<file path="config.mk">
export PLATFORM = sky130hd
export DESIGN_NAME = modbus_rtu_response_receiver
export DESIGN_NICKNAME = d
export VERILOG_FILES = /design/src/rtl/mrr_pkg.sv /design/src/rtl/mrr_frame_core.sv /design/src/rtl/mrr_out_reg.sv /design/src/rtl/modbus_rtu_response_receiver.sv
export SDC_FILE = /design/constraint.sdc
export NUM_CORES = 1
export LEC_CHECK = 0
export BUFFER_PORTS_ARGS = -buffer_cell sky130_fd_sc_hd__buf_2
export CORE_AREA = 2 2 173 141
export CTS_BUF_LIST = sky130_fd_sc_hd__clkbuf_8
export CTS_CLUSTER_DIAMETER = 60
export DETAILED_ROUTE_END_ITERATION = 12
export DIE_AREA = 0 0 175 143
export PLACE_DENSITY = 0.65
export SYNTH_ARGS = -nofsm -noshare
export SYNTH_HDL_FRONTEND = slang
export SYNTH_SLANG_ARGS = --single-unit
</file>
<file path="constraint.sdc">
create_clock -name clock -period 14.55 [get_ports clock]
set_input_delay 2.1825 -clock clock [delete_from_list [all_inputs] [get_ports clock]]
set_output_delay 2.1825 -clock clock [all_outputs]
set_load 0.02 [all_outputs]
</file>
<file path="src/rtl/mrr_pkg.sv">
`timescale 1ns / 1ps
// mrr_pkg: shared types, constants, the crc-16 byte update and the end-of-frame
// status check for the modbus rtu response receiver. no dependencies.

package mrr_pkg;

   localparam logic [15:0] CRC_INIT = 16'hFFFF;
   localparam logic [15:0] CRC_POLY = 16'hA001;

   localparam logic [7:0] FC_READ_HOLDING = 8'h03;
   localparam logic [7:0] FC_WRITE_MULTI  = 8'h10;
   localparam logic [7:0] FC_EXC_FLAG     = 8'h80;
   localparam logic [7:0] ADDR_MIN        = 8'd1;
   localparam logic [7:0] ADDR_MAX        = 8'd247;

   localparam logic [9:0] LEN_EXCEPTION = 10'd5;
   localparam logic [9:0] LEN_WRITE     = 10'd8;
   localparam logic [9:0] LEN_OVERHEAD  = 10'd5;
   localparam logic [15:0] QTY_MAX      = 16'd123;

   localparam logic [7:0] CSR_EXPECTED_SLAVE    = 8'd0;
   localparam logic [7:0] CSR_EXPECTED_FUNCTION = 8'd1;

   localparam logic KIND_WORD   = 1'b0;
   localparam logic KIND_STATUS = 1'b1;

   typedef enum logic [2:0] {
      ST_OK           = 3'd0,
      ST_EXCEPTION    = 3'd1,
      ST_BAD_CRC      = 3'd2,
      ST_SLAVE_MISM   = 3'd3,
      ST_FUNC_MISM    = 3'd4,
      ST_BAD_COUNT    = 3'd5,
      ST_BAD_QUANTITY = 3'd6
   } status_type;

   typedef struct packed {
      logic        result_kind;
      logic [15:0] word_value;
      logic [6:0]  word_index;
      status_type  status;
      logic [7:0]  slave_id;
      logic [7:0]  exception_code;
      logic [15:0] start_address;
      logic [15:0] quantity;
      logic [6:0]  word_count;
   } rsp_type;

   // reflected crc-16, one byte, eight shift steps
   function automatic logic [15:0] crc_byte(input logic [15:0] crc, input logic [7:0] b);
      logic [15:0] c;
      c = crc ^ {8'h00, b};
      for (int i = 0; i < 8; i++) begin
         if (c[0]) begin
            c = (c >> 1) ^ CRC_POLY;
         end else begin
            c = c >> 1;
         end
      end
      return c;
   endfunction

   // end-of-frame status, checks in priority order
   function automatic rsp_type finish_frame(
      input logic [15:0] crc,
      input logic [7:0]  addr,
      input logic [7:0]  func,
      input logic [7:0]  count,
      input logic [15:0] start,
      input logic [15:0] qty,
      input logic [7:0]  exc,
      input logic [7:0]  exp_slave,
      input logic        exp_func
   );
      rsp_type     r;
      logic [7:0]  fexp;
      fexp = exp_func ? FC_WRITE_MULTI : FC_READ_HOLDING;
      r = '0;
      r.result_kind = KIND_STATUS;
      r.slave_id = exp_slave;
      if (crc != 16'h0000) begin
         r.status = ST_BAD_CRC;
      end else if (addr != exp_slave) begin
         r.status = ST_SLAVE_MISM;
         r.slave_id = addr;
      end else if (func == (fexp | FC_EXC_FLAG)) begin
         r.status = ST_EXCEPTION;
         r.exception_code = exc;
      end else if (func != fexp) begin
         r.status = ST_FUNC_MISM;
      end else if (!exp_func) begin
         if (count == 8'd0 || count[0]) begin
            r.status = ST_BAD_COUNT;
         end else begin
            r.status = ST_OK;
            r.word_count = count[7:1];
         end
      end else begin
         if (qty == 16'd0 || qty > QTY_MAX) begin
            r.status = ST_BAD_QUANTITY;
         end else begin
            r.status = ST_OK;
            r.start_address = start;
            r.quantity = qty;
         end
      end
      return r;
   endfunction

endpackage

</file>
<file path="src/rtl/mrr_frame_core.sv">
`timescale 1ns / 1ps
// mrr_frame_core: frame delimiting state, running crc and result selection for
// one byte request per cycle while step is high. depends on mrr_pkg.

module mrr_frame_core #(
   parameter int MAX_FRAME_BYTES = 256
) (
   input  logic            clock,
   input  logic            reset,
   input  logic            step,
   input  logic            cmd,
   input  logic [7:0]      data_byte,
   input  logic [7:0]      expected_slave,
   input  logic            expected_function,
   output logic            result_valid,
   output mrr_pkg::rsp_type result
);
   import mrr_pkg::*;

   localparam int LEN_W = $clog2(MAX_FRAME_BYTES + 1);
   localparam logic [LEN_W-1:0] LEN_LIMIT = LEN_W'(MAX_FRAME_BYTES);
   localparam logic [9:0] LEN_LIMIT_EXT = 10'(MAX_FRAME_BYTES);

   logic [LEN_W-1:0] frame_length_ff, frame_length_in;
   logic [15:0]      running_crc_ff, running_crc_in;
   logic [7:0]       function_seen_ff, function_seen_in;
   logic [7:0]       payload_count_ff, payload_count_in;
   logic [7:0]       address_seen_ff, address_seen_in;
   logic [7:0]       pending_high_ff, pending_high_in;
   logic [15:0]      echoed_start_ff, echoed_start_in;
   logic [15:0]      echoed_quantity_ff, echoed_quantity_in;
   logic [7:0]       exception_seen_ff, exception_seen_in;

   logic [9:0]       pos_ext;
   logic [9:0]       len_next_ext;
   logic [9:0]       pair_pos;
   logic [9:0]       target;
   logic             drop;
   logic             fc_ok;

   always_comb begin
      frame_length_in    = frame_length_ff;
      running_crc_in     = running_crc_ff;
      function_seen_in   = function_seen_ff;
      payload_count_in   = payload_count_ff;
      address_seen_in    = address_seen_ff;
      pending_high_in    = pending_high_ff;
      echoed_start_in    = echoed_start_ff;
      echoed_quantity_in = echoed_quantity_ff;
      exception_seen_in  = exception_seen_ff;
      result_valid       = 1'b0;
      result             = '0;
      drop               = 1'b0;
      target             = '0;
      pos_ext            = 10'(frame_length_ff);
      len_next_ext       = pos_ext + 10'd1;
      pair_pos           = pos_ext - 10'd3;
      fc_ok = (data_byte == FC_READ_HOLDING) || (data_byte == FC_WRITE_MULTI) ||
              (data_byte == (FC_READ_HOLDING | FC_EXC_FLAG)) ||
              (data_byte == (FC_WRITE_MULTI | FC_EXC_FLAG));

      if (step) begin
         if (cmd) begin
            frame_length_in = '0;
            running_crc_in  = CRC_INIT;
         end else if (frame_length_ff == '0) begin
            // hunt for an address byte
            if (data_byte >= ADDR_MIN && data_byte <= ADDR_MAX) begin
               address_seen_in = data_byte;
               running_crc_in  = crc_byte(CRC_INIT, data_byte);
               frame_length_in = LEN_W'(1);
            end
         end else if (frame_length_ff >= LEN_LIMIT) begin
            frame_length_in = '0;
            running_crc_in  = CRC_INIT;
         end else begin
            running_crc_in  = crc_byte(running_crc_ff, data_byte);
            frame_length_in = frame_length_ff + LEN_W'(1);

            if (pos_ext == 10'd1) begin
               if (fc_ok) begin
                  function_seen_in = data_byte;
               end else begin
                  drop = 1'b1;
               end
            end else if (function_seen_ff[7]) begin
               if (pos_ext == 10'd2) begin
                  exception_seen_in = data_byte;
               end
            end else if (function_seen_ff == FC_WRITE_MULTI) begin
               case (pos_ext)
                  10'd2: echoed_start_in[15:8] = data_byte;
                  10'd3: echoed_start_in[7:0] = data_byte;
                  10'd4: echoed_quantity_in[15:8] = data_byte;
                  10'd5: echoed_quantity_in[7:0] = data_byte;
                  default: ;
               endcase
            end else begin
               if (pos_ext == 10'd2) begin
                  payload_count_in = data_byte;
               end else if (pair_pos < {2'b00, payload_count_ff}) begin
                  if (!pair_pos[0]) begin
                     pending_high_in = data_byte;
                  end else if ({2'b00, payload_count_ff} + LEN_OVERHEAD <= LEN_LIMIT_EXT) begin
                     // tentative word, only when the whole frame fits
                     result_valid       = 1'b1;
                     result.result_kind = KIND_WORD;
                     result.word_value  = {pending_high_ff, data_byte};
                     result.word_index  = pair_pos[7:1];
                  end
               end
            end

            if (drop) begin
               frame_length_in = '0;
               running_crc_in  = CRC_INIT;
            end else begin
               if (function_seen_in[7]) begin
                  target = LEN_EXCEPTION;
               end else if (function_seen_in == FC_WRITE_MULTI) begin
                  target = LEN_WRITE;
               end else if (len_next_ext < 10'd3) begin
                  target = '0;
               end else begin
                  target = {2'b00, payload_count_in} + LEN_OVERHEAD;
               end
               if (target != '0 && len_next_ext >= target) begin
                  if (len_next_ext == target) begin
                     result_valid = 1'b1;
                     result = finish_frame(running_crc_in, address_seen_in,
                                           function_seen_in, payload_count_in,
                                           echoed_start_in, echoed_quantity_in,
                                           exception_seen_in, expected_slave,
                                           expected_function);
                  end
                  frame_length_in = '0;
                  running_crc_in  = CRC_INIT;
               end
            end
         end
      end
   end

   always_ff @(posedge clock) begin
      if (reset) begin
         frame_length_ff    <= '0;
         running_crc_ff     <= CRC_INIT;
         function_seen_ff   <= '0;
         payload_count_ff   <= '0;
         address_seen_ff    <= '0;
         pending_high_ff    <= '0;
         echoed_start_ff    <= '0;
         echoed_quantity_ff <= '0;
         exception_seen_ff  <= '0;
      end else begin
         frame_length_ff    <= frame_length_in;
         running_crc_ff     <= running_crc_in;
         function_seen_ff   <= function_seen_in;
         payload_count_ff   <= payload_count_in;
         address_seen_ff    <= address_seen_in;
         pending_high_ff    <= pending_high_in;
         echoed_start_ff    <= echoed_start_in;
         echoed_quantity_ff <= echoed_quantity_in;
         exception_seen_ff  <= exception_seen_in;
      end
   end

endmodule

</file>
<file path="src/rtl/mrr_out_reg.sv">
`timescale 1ns / 1ps
// mrr_out_reg: result register between the frame core and the response stream.
// depends on mrr_pkg.

module mrr_out_reg (
   input  logic             clock,
   input  logic             reset,
   input  logic             load,
   input  mrr_pkg::rsp_type load_data,
   input  logic             out_ready,
   output logic             out_valid,
   output mrr_pkg::rsp_type out_data,
   output logic             free
);
   import mrr_pkg::*;

   logic    valid_ff, valid_in;
   rsp_type data_ff, data_in;

   assign free = !valid_ff || out_ready;

   always_comb begin
      valid_in = valid_ff && !out_ready;
      data_in  = data_ff;
      if (load) begin
         valid_in = 1'b1;
         data_in  = load_data;
      end
   end

   always_ff @(posedge clock) begin
      if (reset) begin
         valid_ff <= 1'b0;
      end else begin
         valid_ff <= valid_in;
      end
   end

   always_ff @(posedge clock) begin
      data_ff <= data_in;
   end

   assign out_valid = valid_ff;
   assign out_data  = data_ff;

endmodule

</file>
<file path="src/rtl/modbus_rtu_response_receiver.sv">
`timescale 1ns / 1ps
// modbus rtu response receiver: one received byte per cycle, back to back, while
// the output register is free. a request is captured in the input register and
// parsed from it by the frame core; its result, if any, is registered onto rsp_.
// the byte-wide crc and length logic sets throughput at one byte per cycle.
// synchronous active-high reset closes any frame and sets expected slave 1, read.
// depends on mrr_pkg, mrr_frame_core and mrr_out_reg.

module modbus_rtu_response_receiver #(
   parameter int MAX_FRAME_BYTES = 256
) (
   input  logic        clock,
   input  logic        reset,
   input  logic        req_tvalid,
   output logic        req_tready,
   input  logic [7:0]  req_tdata,   // [7:0] data_byte
   input  logic        req_tuser,   // [0] cmd
   output logic        rsp_tvalid,
   input  logic        rsp_tready,
   // [15:0] word_value, [22:16] word_index, [25:23] status, [33:26] slave_id,
   // [41:34] exception_code, [57:42] start_address, [73:58] quantity,
   // [80:74] word_count, [87:81] zero
   output logic [87:0] rsp_tdata,
   output logic        rsp_tuser,   // [0] result_kind
   input  logic        csr_valid,
   output logic        csr_ready,
   input  logic [7:0]  csr_index,
   input  logic [7:0]  csr_data
);
   import mrr_pkg::*;

   logic       in_valid_ff, in_valid_in;
   logic       in_cmd_ff, in_cmd_in;
   logic [7:0] in_byte_ff, in_byte_in;
   logic [7:0] exp_slave_ff, exp_slave_in;
   logic       exp_func_ff, exp_func_in;

   logic    advance;
   logic    out_free;
   logic    core_valid;
   rsp_type core_result;
   rsp_type out_result;

   assign advance    = in_valid_ff && out_free;
   assign req_tready = !in_valid_ff || advance;
   assign csr_ready  = 1'b1;

   always_comb begin
      in_valid_in = in_valid_ff && !advance;
      in_cmd_in   = in_cmd_ff;
      in_byte_in  = in_byte_ff;
      if (req_tvalid && req_tready) begin
         in_valid_in = 1'b1;
         in_cmd_in   = req_tuser;
         in_byte_in  = req_tdata;
      end
   end

   always_comb begin
      exp_slave_in = exp_slave_ff;
      exp_func_in  = exp_func_ff;
      if (csr_valid && csr_ready) begin
         case (csr_index)
            CSR_EXPECTED_SLAVE:    exp_slave_in = csr_data;
            CSR_EXPECTED_FUNCTION: exp_func_in = csr_data[0];
            default: ;
         endcase
      end
   end

   always_ff @(posedge clock) begin
      if (reset) begin
         in_valid_ff  <= 1'b0;
         exp_slave_ff <= 8'd1;
         exp_func_ff  <= 1'b0;
      end else begin
         in_valid_ff  <= in_valid_in;
         exp_slave_ff <= exp_slave_in;
         exp_func_ff  <= exp_func_in;
      end
   end

   always_ff @(posedge clock) begin
      in_cmd_ff  <= in_cmd_in;
      in_byte_ff <= in_byte_in;
   end

   mrr_frame_core #(
      .MAX_FRAME_BYTES(MAX_FRAME_BYTES)
   ) u_core (
      .clock             (clock),
      .reset             (reset),
      .step              (advance),
      .cmd               (in_cmd_ff),
      .data_byte         (in_byte_ff),
      .expected_slave    (exp_slave_ff),
      .expected_function (exp_func_ff),
      .result_valid      (core_valid),
      .result            (core_result)
   );

   mrr_out_reg u_out (
      .clock     (clock),
      .reset     (reset),
      .load      (advance && core_valid),
      .load_data (core_result),
      .out_ready (rsp_tready),
      .out_valid (rsp_tvalid),
      .out_data  (out_result),
      .free      (out_free)
   );

   assign rsp_tuser = out_result.result_kind;
   assign rsp_tdata = {7'd0, out_result.word_count, out_result.quantity,
                       out_result.start_address, out_result.exception_code,
                       out_result.slave_id, out_result.status,
                       out_result.word_index, out_result.word_value};

endmodule

</file>
==> results of run 1 <==
## routing by layer
metal	part of all wire, %	track usage, %	routed length, microns	up-vias
li1	-	-	-	3891
met1	47	32.8	12800	3950
met2	43	32.3	11800	376
met3	8.6	5.24	2380	44
met4	2.2	6.58	617	0
met5	0	0	0	-
## tightest hold or removal path: stages (launching register included)
cell and delay [ps]:
dfxtp_1 330, nand2_1 50, a21oi_1 50
## sequential cells by signal, summed over array words and instances (netlist names), 8 cells and up
| name | count |
|---|---|
| u_core.exception_seen_ff | 8 |
| u_core.running_crc_ff | 16 |
| u_core.pending_high_ff | 8 |
| u_core.frame_length_ff | 9 |
| in_byte_ff | 8 |
| u_core.address_seen_ff | 8 |
| u_core.echoed_start_ff | 16 |
| exp_slave_ff | 8 |
| u_out.out_data | 82 |
| u_core.echoed_quantity_ff | 16 |
| u_core.payload_count_ff | 8 |
| u_core.function_seen_ff | 8 |
## placed cells by master (no fill, tap or decap), types with 17 or more instances in the layout
cell      count
xnor2_1      48
edfxtp_1     91
dfxtp_1     108
buf_2       113
nand3_1      33
nor2_1      149
mux2i_1      95
nor3_1       21
ha_1         35
clkbuf_8     17
nand2_1      77
inv_1        27
o21ai_0      19
nand4_1      20
conb_1       17
a21oi_1      49
## power by group
part / switching [mW] / internal, mW
Sequential: 0.00498 / 0.586
Combinational: 0.0761 / 0.0371
Clock: 0.230 / 0.150
## area by class of cell
class	count	area, sq um	area share [%]
multi-input cells	756	5090	43.9
flip-flops and latches	199	4890	42.3
repair buffers	128	678	5.85
well taps	312	390	3.37
clock buffers	17	234	2.02
clock inverters	15	195	1.69
inverters	28	105	0.907
## cells by family after synthesis
| group | after synthesis |
|---|---|
| buf+inv | 108 |
| flops | 199 |
| simple gates | 385 |
| mux | 99 |
| other cells | 2 |
| compound gates | 163 |
| fa+ha+maj | 35 |
| xor+xnor | 57 |
## worst max path at each step
| stage | endpoint | from | slack (ps) |
|---|---|---|---|
| after floorplan | u_out.out_data[0] | u_core.frame_length_ff[1] | 9020 |
| after global placement | u_out.out_data[50] | u_core.frame_length_ff[4] | 8130 |
| after detailed placement | u_out.out_data[51] | u_core.frame_length_ff[4] | 7960 |
| after CTS | u_out.out_data[59] | u_core.frame_length_ff[4] | 7930 |
| after global routing | u_out.out_data[55] | u_core.frame_length_ff[4] | 7430 |
| final | u_out.out_data[59] | u_core.frame_length_ff[4] | 7760 |
==> implementation parameters, run 1 <==
Parameter                              Value

Setup path
  Crit path max-delay family ... simple AND/OR/NAND/NOR gates
  Critical Path Fanout Max ... 65
  R2R Path End ... u_out.out_data[59]
  R2R Setup Slk ... just under 8000 ps
  Required time at the endpoint of the critical path ... approximately 15000 ps
  Cell type of the slowest stage on the worst timing path ... nor4_1
  Endpoint kind of the worst setup timing path ... flip-flop
  Slowest cell delay on critical path ... between 700 and 800 ps
  WP data arrival ... roughly 6900 ps
  Startpoint types ... flip-flop
  Buffers plus inverters on the worst setup path ... 3
  Total stage count of the critical path ... 18
  Register-to-Register Path Depth ... 18
  Path type of the worst setup path ... reg -> reg
  Cell repeated most along the worst path ... nor2_1
  Cell breakdown of the critical path ... nor4_1, nand3b_1, nor2_1, buf_4, mux2i_1, inv_1, ha_1, a41o_1, or2_2, a211oi_1, nor2_1, ha_1, nand2_1, nor2_1, o211ai_1, a21oi_4, o21ba_4, buf_4
  Startpoint of the worst register-to-register path ... u_core.frame_length_ff[4]

GRT
  Total gr overflow ... 0
  Global-route wire length before repair ... approximately 43000 microns
  Initial antenna violation count ... 0
  Number of global-route vias before repair ... 7452
  Aggregate global-route resource usage ... approximately 22%
  Maximum number of pins on one net before global-route repair ... about 90

Drt
  Residual DRC count ... 0
  Antenna violation net count after detailed routing ... 0
  Average routed wire per standard cell ... about 19 microns
  First-pass detailed-route iteration total ... 8
  Overall via count from detail_route ... approximately 8300
  Initial DRC Count ... just under 900
  Final wirelength ... roughly 28000 microns
  Via/cell ratio ... around 5.7

STA
  Count of endpoints failing hold in the final timing report ... 0
  Worst-case clock skew ... between 15 and 20 ps
  Final worst path period need ... between 6000 and 7000 ps
  Highest Clock Rate ... between 100 and 150 MHz
  Final Slew Violations ... 0
  Fin Hold WS ... around 460 ps
  Worst Tran Pin Value ... between 1000 and 1500 ps
  Worst path setup slack after routing ... 7760 ps
  Final worst-path cycle share ... ~47%
  Setup repair after global routing missed its margin ... false
  Final-layout setup total negative slack ... 0 ps
  Relative slew slack ... 25.4%
  Final Setup Violations ... 0

CTS
  Clock Sink Count ... between 150 and 200
  Max H-tree Level ... 4
  Source-to-sink clock delay at the later pin of the worst-skew pair ... 480 ps
  Clock buffers created by TritonCTS ... 17
  Number of resized instances in the post-cts repair step ... 0
  Number of buffers on the longest clock path ... 2
  Number of setup buffers added after CTS ... 0
  TritonCTS clock tree ... done
  CTS Hold Buffers Added ... 0
  Clock input transition at the sequential cells of the worst setup and hold paths ... ~110 ps
  CTS Root Cell ... clkbuf_8

Synth
  Ys async rst share ... 0%
  Area share of and/or/nand/nor cells after synthesis ... a little under a fifth
  List of most frequent post-synthesis cells ... nor2_1 (149), dfxtp_1 (108), mux2i_1 (95), edfxtp_1 (91), nand2_1 (77)
  EDFF count, synth ... 91
  Number of flip-flops and latches in the synthesized netlist ... 199
  Instance count of the mapped netlist ... around 1000
  Largest cells by area after synthesis ... edfxtp_1 (26%), dfxtp_1 (21%), mux2i_1 (9.2%)
  Fraction of post-synthesis cell area in the top cell type by area ... between 20% and 30%
  Syn_area_per_cell ... approximately 9.9 sq um
  Combinational family with the most area after synthesis ... simple AND/OR/NAND/NOR gates
  Arithmetic-cell share of the synthesized area counting full adders, half adders and majority gates ... under 10%
  Post-Syn Area ... ~10000 sq um
  Multiplexer fraction of the synthesized cell area ... under 10%
  Most frequent cell after synthesis ... nor2_1
  Main flop type after synthesis ... dfxtp_1
  Synth warnings ... 0
  Share of the synthesized area in compound gates (AO/OA/AOI/OAI) ... 11.0%
  Synth area leader ... edfxtp_1
  Netlist cell types ... 81
  Xor-xnor portion of the synthesized cell area ... under 10%
  Sequential element share of the synthesized area ... 47.1%

Min path
  Hold path startpoint ... u_core.exception_seen_ff[1]
  Number of cells on the worst hold path ... 2
  Type of the tightest min-delay check ... reg -> reg
  Hold Path Sink ... u_core.exception_seen_ff[1]

Floorplan
  Die extent in y ... roughly 140 microns
  Row cnt ... 50
  Core Box Area ... about 23000 sq um
  Starting density of the core ... 44.8%
  Count of pins on the block boundary ... 122
  Die ar. ... between 20000 and 30000 sq um
  Width of the die ... around 180 microns

Finish
  Ratio of cells with drive above 1 in the final layout ... ~17%
  Summed area of non-filler cells in the final layout ... 11600 sq um
  Layout Cells excl Fill ... between 1000 and 1500
  Total number of nets in the final design ... between 1000 and 1500
  Antenna fix cells ... 0
  Finished Core Util ... 49.9%
  Filler cells ... about 2100
  Growth of design area from synthesis to finish ... 11.5%

Placement
  Post-Place Cell Area ... ~11000 sq um
  Detailed Place HPWL ... around 19000 microns
  Place WS ... 7960 ps
  Routability congestion estimate ... 0.982
  Port Buf Inserts ... roughly 110
  Cell count after placement ... 1423

Power
  Total power per unit cell area ... 93.6 nW/um^2
  Leak ... around 4.4 nW
  Pwr Total ... ~1.1 mW
  Max VDD drop ... 0.0608 mV

Run status
  Status ... finished clean

Run
  Max-Cap Viols ... 0
(Power assumes the default switching activity.)
==> run 2, diff against run 1 <==
Settings changed: ABC_AREA from default to 1, CORE_AREA 2 2 173 141 to 2 2 174 142, DIE_AREA 0 0 175 143 to 0 0 176 144, PLACE_DENSITY 0.65 to 0.67.
Clock period 14.55 ns to 6.2 ns, I/O delays scaled along.
==> run 2 against run 1 <==
Against the previous run:
- power increased by 130%
- clock-buffer cell count unchanged
- first-iteration DRC count down 15%
- design area up 0.50%
- synthesized cell count rose by 17%
- maximum frequency is 27% higher
- non-clock buffer count down 11
- critical path type unchanged
==> implementation parameters, run 2 <==
Parameter                              Value

Setup path
  Crit path max-delay family ... simple AND/OR/NAND/NOR gates (unchanged)
  Buffers plus inverters on the worst setup path ... 2 (was 3)
  Path type of the worst setup path ... reg -> reg (unchanged)
  WP data arrival ... 5670 ps (was 6900 ps)
  Cell repeated most along the worst path ... nand2_1 (was nor2_1)
  Required time at the endpoint of the critical path ... 6530 ps (was 14670 ps)
  Endpoint kind of the worst setup timing path ... flip-flop (unchanged)
  Cell breakdown of the critical path ... clkinv_1, ha_1, nand2_1, nand2_1, inv_1, nor2_2, nand2_4, o21ai_2, nand2_2, nor2_1, a21oi_2, nand3_1, ha_1, nand2_1, nor3_1, nand2_1, nor2_1, nand3_1, or3_2, nor2_1 (was nor4_1, nand3b_1, nor2_1, buf_4, mux2i_1, inv_1, ha_1, a41o_1, or2_2, a211oi_1, nor2_1, ha_1, nand2_1, nor2_1, o211ai_1, a21oi_4, o21ba_4, buf_4)
  Startpoint types ... flip-flop (unchanged)
  Cell type of the slowest stage on the worst timing path ... or3_2 (was nor4_1)
  Critical Path Fanout Max ... 23 (was 65)
  Slowest cell delay on critical path ... 910 ps (was 780 ps)

CTS
  Max H-tree Level ... 4 (unchanged)
  Source-to-sink clock delay at the later pin of the worst-skew pair ... 500 ps (was 480 ps)
  CTS Hold Buffers Added ... 0 (unchanged)
  Number of resized instances in the post-cts repair step ... 0 (unchanged)
  Clock Sink Count ... 199 (unchanged)
  Clock buffers created by TritonCTS ... 17 (unchanged)
  TritonCTS clock tree ... done (unchanged)
  Number of setup buffers added after CTS ... 0 (unchanged)
  Clock input transition at the sequential cells of the worst setup and hold paths ... 120 ps (was 110 ps)
  CTS Root Cell ... clkbuf_8 (unchanged)
  Number of buffers on the longest clock path ... 2 (unchanged)

Drt
  Overall via count from detail_route ... 8523 (was 8261)
  Average routed wire per standard cell ... 15.6 microns (was 19.0 microns)
  First-pass detailed-route iteration total ... 6 (was 8)
  Residual DRC count ... 0 (unchanged)
  Final wirelength ... 25700 microns (was 27600 microns)
  Initial DRC Count ... 758 (was 888)
  Via/cell ratio ... 5.16 (was 5.68)
  Antenna violation net count after detailed routing ... 0 (unchanged)

Synth
  Instance count of the mapped netlist ... 1227 (was 1048)
  Synth warnings ... 0 (unchanged)
  Most frequent cell after synthesis ... nand2_1 (was nor2_1)
  Number of flip-flops and latches in the synthesized netlist ... 199 (unchanged)
  List of most frequent post-synthesis cells ... nand2_1 (191), inv_1 (147), nor2_1 (141), dfxtp_1 (108), a21oi_1 (96) (was nor2_1 (149), dfxtp_1 (108), mux2i_1 (95), edfxtp_1 (91), nand2_1 (77))
  Fraction of post-synthesis cell area in the top cell type by area ... 26.0% (was 26.3%)
  Ys async rst share ... 0% (unchanged)
  Largest cells by area after synthesis ... edfxtp_1 (26%), dfxtp_1 (21%), nand2_1 (6.8%) (was edfxtp_1 (26%), dfxtp_1 (21%), mux2i_1 (9.2%))
  Post-Syn Area ... 10500 sq um (was 10400 sq um)
  EDFF count, synth ... 91 (unchanged)
  Main flop type after synthesis ... dfxtp_1 (unchanged)
  Syn_area_per_cell ... 8.56 sq um (was 9.91 sq um)
  Netlist cell types ... 52 (was 81)
  Synth area leader ... edfxtp_1 (unchanged)
  Sequential element share of the synthesized area ... 46.6% (was 47.1%)

STA
  Setup repair after global routing missed its margin ... false (unchanged)
  Final Setup Violations ... 0 (unchanged)
  Final Slew Violations ... 0 (unchanged)
  Worst Tran Pin Value ... 1090 ps (was 1110 ps)
  Count of endpoints failing hold in the final timing report ... 0 (unchanged)
  Final worst-path cycle share ... 86.2% (was 46.6%)
  Final worst path period need ... 5340 ps (was 6790 ps)
  Highest Clock Rate ... 187 MHz (was 147 MHz)
  Final-layout setup total negative slack ... 0 ps (unchanged)
  Fin Hold WS ... 470 ps (was 463 ps)
  Relative slew slack ... 27.3% (was 25.4%)
  Worst-case clock skew ... 21.6 ps (was 18.7 ps)

Power
  Reg power frac ... 56.3% (was 54.5%)
  Combinational power share ... 9.9% (was 10.4%)
  Total net switching power ... 745 uW (was 311 uW)
  Switching part of the total ... 29.6% (was 28.7%)
  Clock network fraction of design power ... 33.8% (was 35.0%)
  Max VDD drop ... 0.148 mV (was 0.0608 mV)
  Leak ... 4.78 nW (was 4.37 nW)
  Total power per unit cell area ... 216 nW/um^2 (was 93.6 nW/um^2)
  Internal portion of total power ... 1.77 mW (was 774 uW)

GRT
  Aggregate global-route resource usage ... 20.4% (was 22.2%)
  Total gr overflow ... 0 (unchanged)
  Maximum number of pins on one net before global-route repair ... 87 (was 92)
  Number of global-route vias before repair ... 7609 (was 7452)
  Global-route wire length before repair ... 40400 microns (was 42700 microns)
  Initial antenna violation count ... 0 (unchanged)

Run
  Max-Cap Viols ... 0 (unchanged)

Finish
  Ratio of cells with drive above 1 in the final layout ... 16.9% (was 17.1%)
  Highest-count cells in the layout ignoring fill and taps ... nand2_1 (190), inv_1 (148), nor2_1 (140) (was nor2_1 (149), buf_2 (113), dfxtp_1 (108))
  Total number of nets in the final design ... 1386 (was 1195)
  Leading cell type in the layout, fill and taps excluded ... nand2_1 (was nor2_1)
  Antenna fix cells ... 0 (unchanged)
  Flip-flop count of the largest register, all copies and words added ... 82 (unchanged)
  Filler cells ... 2258 (was 2142)
  Growth of design area from synthesis to finish ... 10.8% (was 11.5%)

Floorplan
  Starting density of the core ... 44.1% (was 44.8%)
  Row cnt ... 51 (was 50)
  Count of pins on the block boundary ... 122 (unchanged)
  Die extent in y ... 144 microns (was 143 microns)
  Width of the die ... 176 microns (was 175 microns)
  Core Box Area ... 23800 sq um (was 23200 sq um)
  Die ar. ... 25300 sq um (was 25000 sq um)

Min path
  Type of the tightest min-delay check ... reg -> reg (unchanged)

Run status
  Status ... finished clean (unchanged)

Placement
  Routability congestion estimate ... 0.963 (was 0.982)
  Detailed Place HPWL ... 18500 microns (was 19000 microns)
  Port Buf Inserts ... 113 (unchanged)
run 2: final cells by class:
class / instances / area (sq um) / share of cell area [%]
clock buffers: 17 / 234 / 2.01
repair buffers: 117 / 608 / 5.22
clock inverters: 15 / 171 / 1.47
well taps: 318 / 398 / 3.42
multi-input cells: 831 / 4750 / 40.8
inverters: 155 / 582 / 5.00
flip-flops and latches: 199 / 4890 / 42.0
run 2: per-layer routing:
metal / GRT usage, % / vias to the layer above / wire (microns)
met5: 0 / - / 0
met4: 6.05 / 0 / 451
met1: 29.7 / 3921 / 12600
met2: 30.4 / 313 / 10900
met3: 4.50 / 39 / 1790
li1: - / 4250 / -
run 2: cell families (layout without fill, tap and decap cells):
kind of cell / count (synthesis) / in the layout / share of synthesized area (%)
adders and majority gates: 35 / 35 / 4.17
muxes: 16 / 16 / 1.52
buffers and inverters: 212 / 304 / 8.86
and+or+nand+nor: 491 / 491 / 22.8
AOI/OAI and AO/OA: 232 / 232 / 12.6
xor gates and xnor gates: 40 / 40 / 3.41
other: 2 / 17 / 0.0715
DFF: 199 / 199 / 46.6
run 2: path summary, 6_finish.rpt:
path                             startpoint                         to  slack [ps]  depth (start not counted)
hold reg to reg   u_core.pending_high_ff[6]  u_core.pending_high_ff[6]         470                          2
hold / removal    u_core.pending_high_ff[6]  u_core.pending_high_ff[6]         470                          2
setup reg to reg              in_byte_ff[0]         u_out.out_data[30]         860                         20
setup / recovery              in_byte_ff[0]         u_out.out_data[30]         860                         20
run 2: metrics by stage:
step | cell area, sq um | worst slack [ps] | cells | power (mW) | util, %
after detailed placement | 11200 | 950 | 1620 | 1.69 | 47.2
after global placement | 11200 | 1040 | 1620 | 1.69 | 47.2
after floorplan | 10600 | 846 | 1242 | 1.62 | -
after global routing | 11600 | 457 | 1652 | 2.61 | 48.9
after CTS | 11600 | 903 | 1652 | 2.53 | 48.9
final | 11600 | 856 | 1652 | 2.52 | 48.9
run 2: power by group through the flow:
stage	logic (mW)	clock network [mW]	registers, mW
after floorplan	0.198	0	1.42
after global placement	0.240	0	1.44
after detailed placement	0.243	0	1.45
after CTS	0.246	0.866	1.42
after global routing	0.277	0.915	1.42
final	0.250	0.851	1.42
run 2: worst register-to-register path, cell delays in order, from the launching register on:
cell and delay, ps:
edfxtp_1 720, clkinv_1 600, ha_1 410, nand2_1 60, nand2_1 50, inv_1 60
nor2_2 70, nand2_4 160, o21ai_2 120, nand2_2 140, nor2_1 60, a21oi_2 270
nand3_1 180, ha_1 330, nand2_1 70, nor3_1 170, nand2_1 100, nor2_1 320
nand3_1 100, or3_2 910, nor2_1 280
==> run 3, diff against run 2 <==
Settings changed: PLACE_DENSITY 0.67 to 0.76.
==> run 3 against run 2 <==
Against the previous run:
- non-clock buffer count increased by 2
- routed wire length up 0.43%
- flip-flop and latch count stayed put
- core utilization increased by 0.14 points
- design area rose by 0.29%
- clock skew decreased by 9.3 ps
- sequential share of layout area fell by 0.12 points
- setup slack got worse by 140 ps
- first-iteration DRC count is 23% higher
- worst hold slack got worse by 2.5 ps
- sequential power is essentially flat
- combinational power is 3% higher
- largest cell class unchanged
- highest routed layer unchanged
==> implementation parameters, run 3 (synthesis gave the netlist of run 2 again) <==
Parameter                              Value

Drt
  Antenna violation net count after detailed routing ... 0 (unchanged)
  Initial DRC Count ... 930 (was 758)
  Residual DRC count ... 0 (unchanged)
  Overall via count from detail_route ... 8640 (was 8523)
  Average routed wire per standard cell ... 15.6 microns (about the same)
  First-pass detailed-route iteration total ... 6 (unchanged)
  Via/cell ratio ... 5.22 (was 5.16)
  Final wirelength ... 25800 microns (was 25700 microns)

Power
  Switching part of the total ... 27.9% (was 29.6%)
  Total net switching power ... 712 uW (was 745 uW)
  Internal portion of total power ... 1.84 mW (was 1.77 mW)
  Pwr Total ... 2.55 mW (was 2.52 mW)
  Combinational power share ... 10.1% (was 9.9%)
  Clock network fraction of design power ... 34.6% (was 33.8%)
  Reg power frac ... 55.4% (was 56.3%)
  Leak ... 4.79 nW (was 4.78 nW)
  Max VDD drop ... 0.132 mV (was 0.148 mV)
  Total power per unit cell area ... 219 nW/um^2 (was 216 nW/um^2)

GRT
  Maximum number of pins on one net before global-route repair ... 87 (unchanged)
  Global-route wire length before repair ... 40500 microns (was 40400 microns)
  Initial antenna violation count ... 0 (unchanged)
  Total gr overflow ... 0 (unchanged)
  Number of global-route vias before repair ... 7649 (was 7609)
  Aggregate global-route resource usage ... 20.5% (was 20.4%)

Setup path
  Slowest cell delay on critical path ... 790 ps (was 910 ps)
  Crit path max-delay family ... simple AND/OR/NAND/NOR gates (unchanged)
  Register-to-Register Path Depth ... 20 (unchanged)
  Endpoint kind of the worst setup timing path ... flip-flop (unchanged)
  Startpoint types ... flip-flop (unchanged)
  Cell repeated most along the worst path ... nand2_1 (unchanged)
  Cell type of the slowest stage on the worst timing path ... edfxtp_1 (was or3_2)
  Cell breakdown of the critical path ... clkinv_1, ha_1, nand2_1, nand2_1, inv_1, nor2_2, nand2_4, o21ai_2, nand2_2, nor2_1, a21oi_2, nand3_1, ha_1, nand2_1, nor3_1, nand2_1, nor2_1, nand4_1, nand2_4, buf_12 (was clkinv_1, ha_1, nand2_1, nand2_1, inv_1, nor2_2, nand2_4, o21ai_2, nand2_2, nor2_1, a21oi_2, nand3_1, ha_1, nand2_1, nor3_1, nand2_1, nor2_1, nand3_1, or3_2, nor2_1)
  Critical Path Fanout Max ... 44 (was 23)
  WP data arrival ... 5670 ps (about the same)
  Buffers plus inverters on the worst setup path ... 3 (was 2)
  Total stage count of the critical path ... 20 (unchanged)
  Path type of the worst setup path ... reg -> reg (unchanged)
  Required time at the endpoint of the critical path ... 6390 ps (was 6530 ps)

Finish
  Antenna fix cells ... 0 (unchanged)
  Total number of nets in the final design ... 1388 (was 1386)
  Ratio of cells with drive above 1 in the final layout ... 17.0% (was 16.9%)
  Summed area of non-filler cells in the final layout ... 11700 sq um (was 11600 sq um)
  Growth of design area from synthesis to finish ... 11.1% (was 10.8%)
  Leading cell type in the layout, fill and taps excluded ... nand2_1 (unchanged)
  Highest-count cells in the layout ignoring fill and taps ... nand2_1 (190), inv_1 (147), nor2_1 (140) (was nand2_1 (190), inv_1 (148), nor2_1 (140))
  Flip-flop count of the largest register, all copies and words added ... 82 (unchanged)

CTS
  Clock input transition at the sequential cells of the worst setup and hold paths ... 110 ps (was 120 ps)
  Number of buffers on the longest clock path ... 2 (unchanged)
  Number of resized instances in the post-cts repair step ... 0 (unchanged)
  Clock Sink Count ... 199 (unchanged)
  Clock buffers created by TritonCTS ... 17 (unchanged)
  Source-to-sink clock delay at the later pin of the worst-skew pair ... 490 ps (was 500 ps)
  TritonCTS clock tree ... done (unchanged)
  CTS Root Cell ... clkbuf_8 (unchanged)
  Max H-tree Level ... 4 (unchanged)
  CTS Hold Buffers Added ... 0 (unchanged)
  Number of setup buffers added after CTS ... 0 (unchanged)

STA
  Worst-case clock skew ... 12.3 ps (was 21.6 ps)
  Final-layout setup total negative slack ... 0 ps (unchanged)
  Final Slew Violations ... 0 (unchanged)
  Setup repair after global routing missed its margin ... false (unchanged)
  Highest Clock Rate ... 182 MHz (was 187 MHz)
  Final worst path period need ... 5480 ps (was 5340 ps)
  Final Setup Violations ... 0 (unchanged)
  Final worst-path cycle share ... 88.5% (was 86.2%)
  Relative slew slack ... 26.4% (was 27.3%)
  Count of endpoints failing hold in the final timing report ... 0 (unchanged)
  Worst Tran Pin Value ... 1100 ps (was 1090 ps)
  Worst path setup slack after routing ... 715 ps (was 856 ps)

Floorplan
  Width of the die ... 176 microns (unchanged)
  Row cnt ... 51 (unchanged)
  Core Box Area ... 23800 sq um (unchanged)
  Die extent in y ... 144 microns (unchanged)
  Die ar. ... 25300 sq um (unchanged)
  Count of pins on the block boundary ... 122 (unchanged)
  Starting density of the core ... 44.1% (unchanged)

Min path
  Number of cells on the worst hold path ... 2 (unchanged)
  Type of the tightest min-delay check ... reg -> reg (unchanged)

Placement
  Routability congestion estimate ... 0.935 (was 0.963)
  Detailed Place HPWL ... 18700 microns (was 18500 microns)
  Place WS ... 883 ps (was 950 ps)
  Post-Place Cell Area ... 11300 sq um (was 11200 sq um)
  Port Buf Inserts ... 113 (unchanged)

Run status
  Status ... finished clean (unchanged)

Run
  Max-Cap Viols ... 0 (unchanged)
[run 3: cell types whose count changed in the layout (fill, tap and decap cells not counted), sizes merged]
cell | before | now
inv | 162 | 157
bufinv | 0 | 2
buf | 117 | 119
clkinvlp | 0 | 3
[run 3: routing by layer]
| layer | wire length, microns | GRT usage, % |
|---|---|---|
| met3 | 2120 | 4.81 |
| met4 | 423 | 5.22 |
| met2 | 11200 | 30.8 |
| met1 | 12100 | 29.7 |
| met5 | 0 | 0 |
[run 3: tightest hold or removal path, cell delays in order (launching register included)]
cell and delay, ps:
dfxtp_1 310, inv_1 60, a21oi_1 60
[run 3: per-stage QoR]
step	cells	hold WS (ps)	utilization, %
global placement	1622	443	47.3
floorplan	1242	430	-
detailed placement	1622	451	47.3
CTS	1654	468	49.1
finish	1654	467	49.1
global route	1654	488	49.1
[run 3: final cells by class]
type / count / area [sq um]
clock buffers: 17 / 234
clock inverters: 15 / 190
fillers: 2264 / 12100
inverters: 155 / 582
multi-input cells: 831 / 4750
flip-flops and latches: 199 / 4890
well taps: 318 / 398
repair buffers: 119 / 623
[run 3: worst paths after layout]
path                                           startpoint                         to  slack [ps]
worst max-delay path                        in_byte_ff[0]          u_out.out_data[3]         720
worst min-delay path            u_core.pending_high_ff[4]  u_core.pending_high_ff[4]         470
worst max register to register              in_byte_ff[0]          u_out.out_data[3]         720
worst min register to register  u_core.pending_high_ff[4]  u_core.pending_high_ff[4]         470
[run 3: power by group through the flow]
stage / registers (mW) / clock network [mW] / logic [mW]
3_5_place_dp: 1.44 / 0 / 0.248
5_1_grt: 1.42 / 0.951 / 0.283
2_1_floorplan: 1.42 / 0 / 0.198
6_report: 1.41 / 0.884 / 0.257
3_3_place_gp: 1.44 / 0 / 0.246
4_1_cts: 1.41 / 0.897 / 0.253
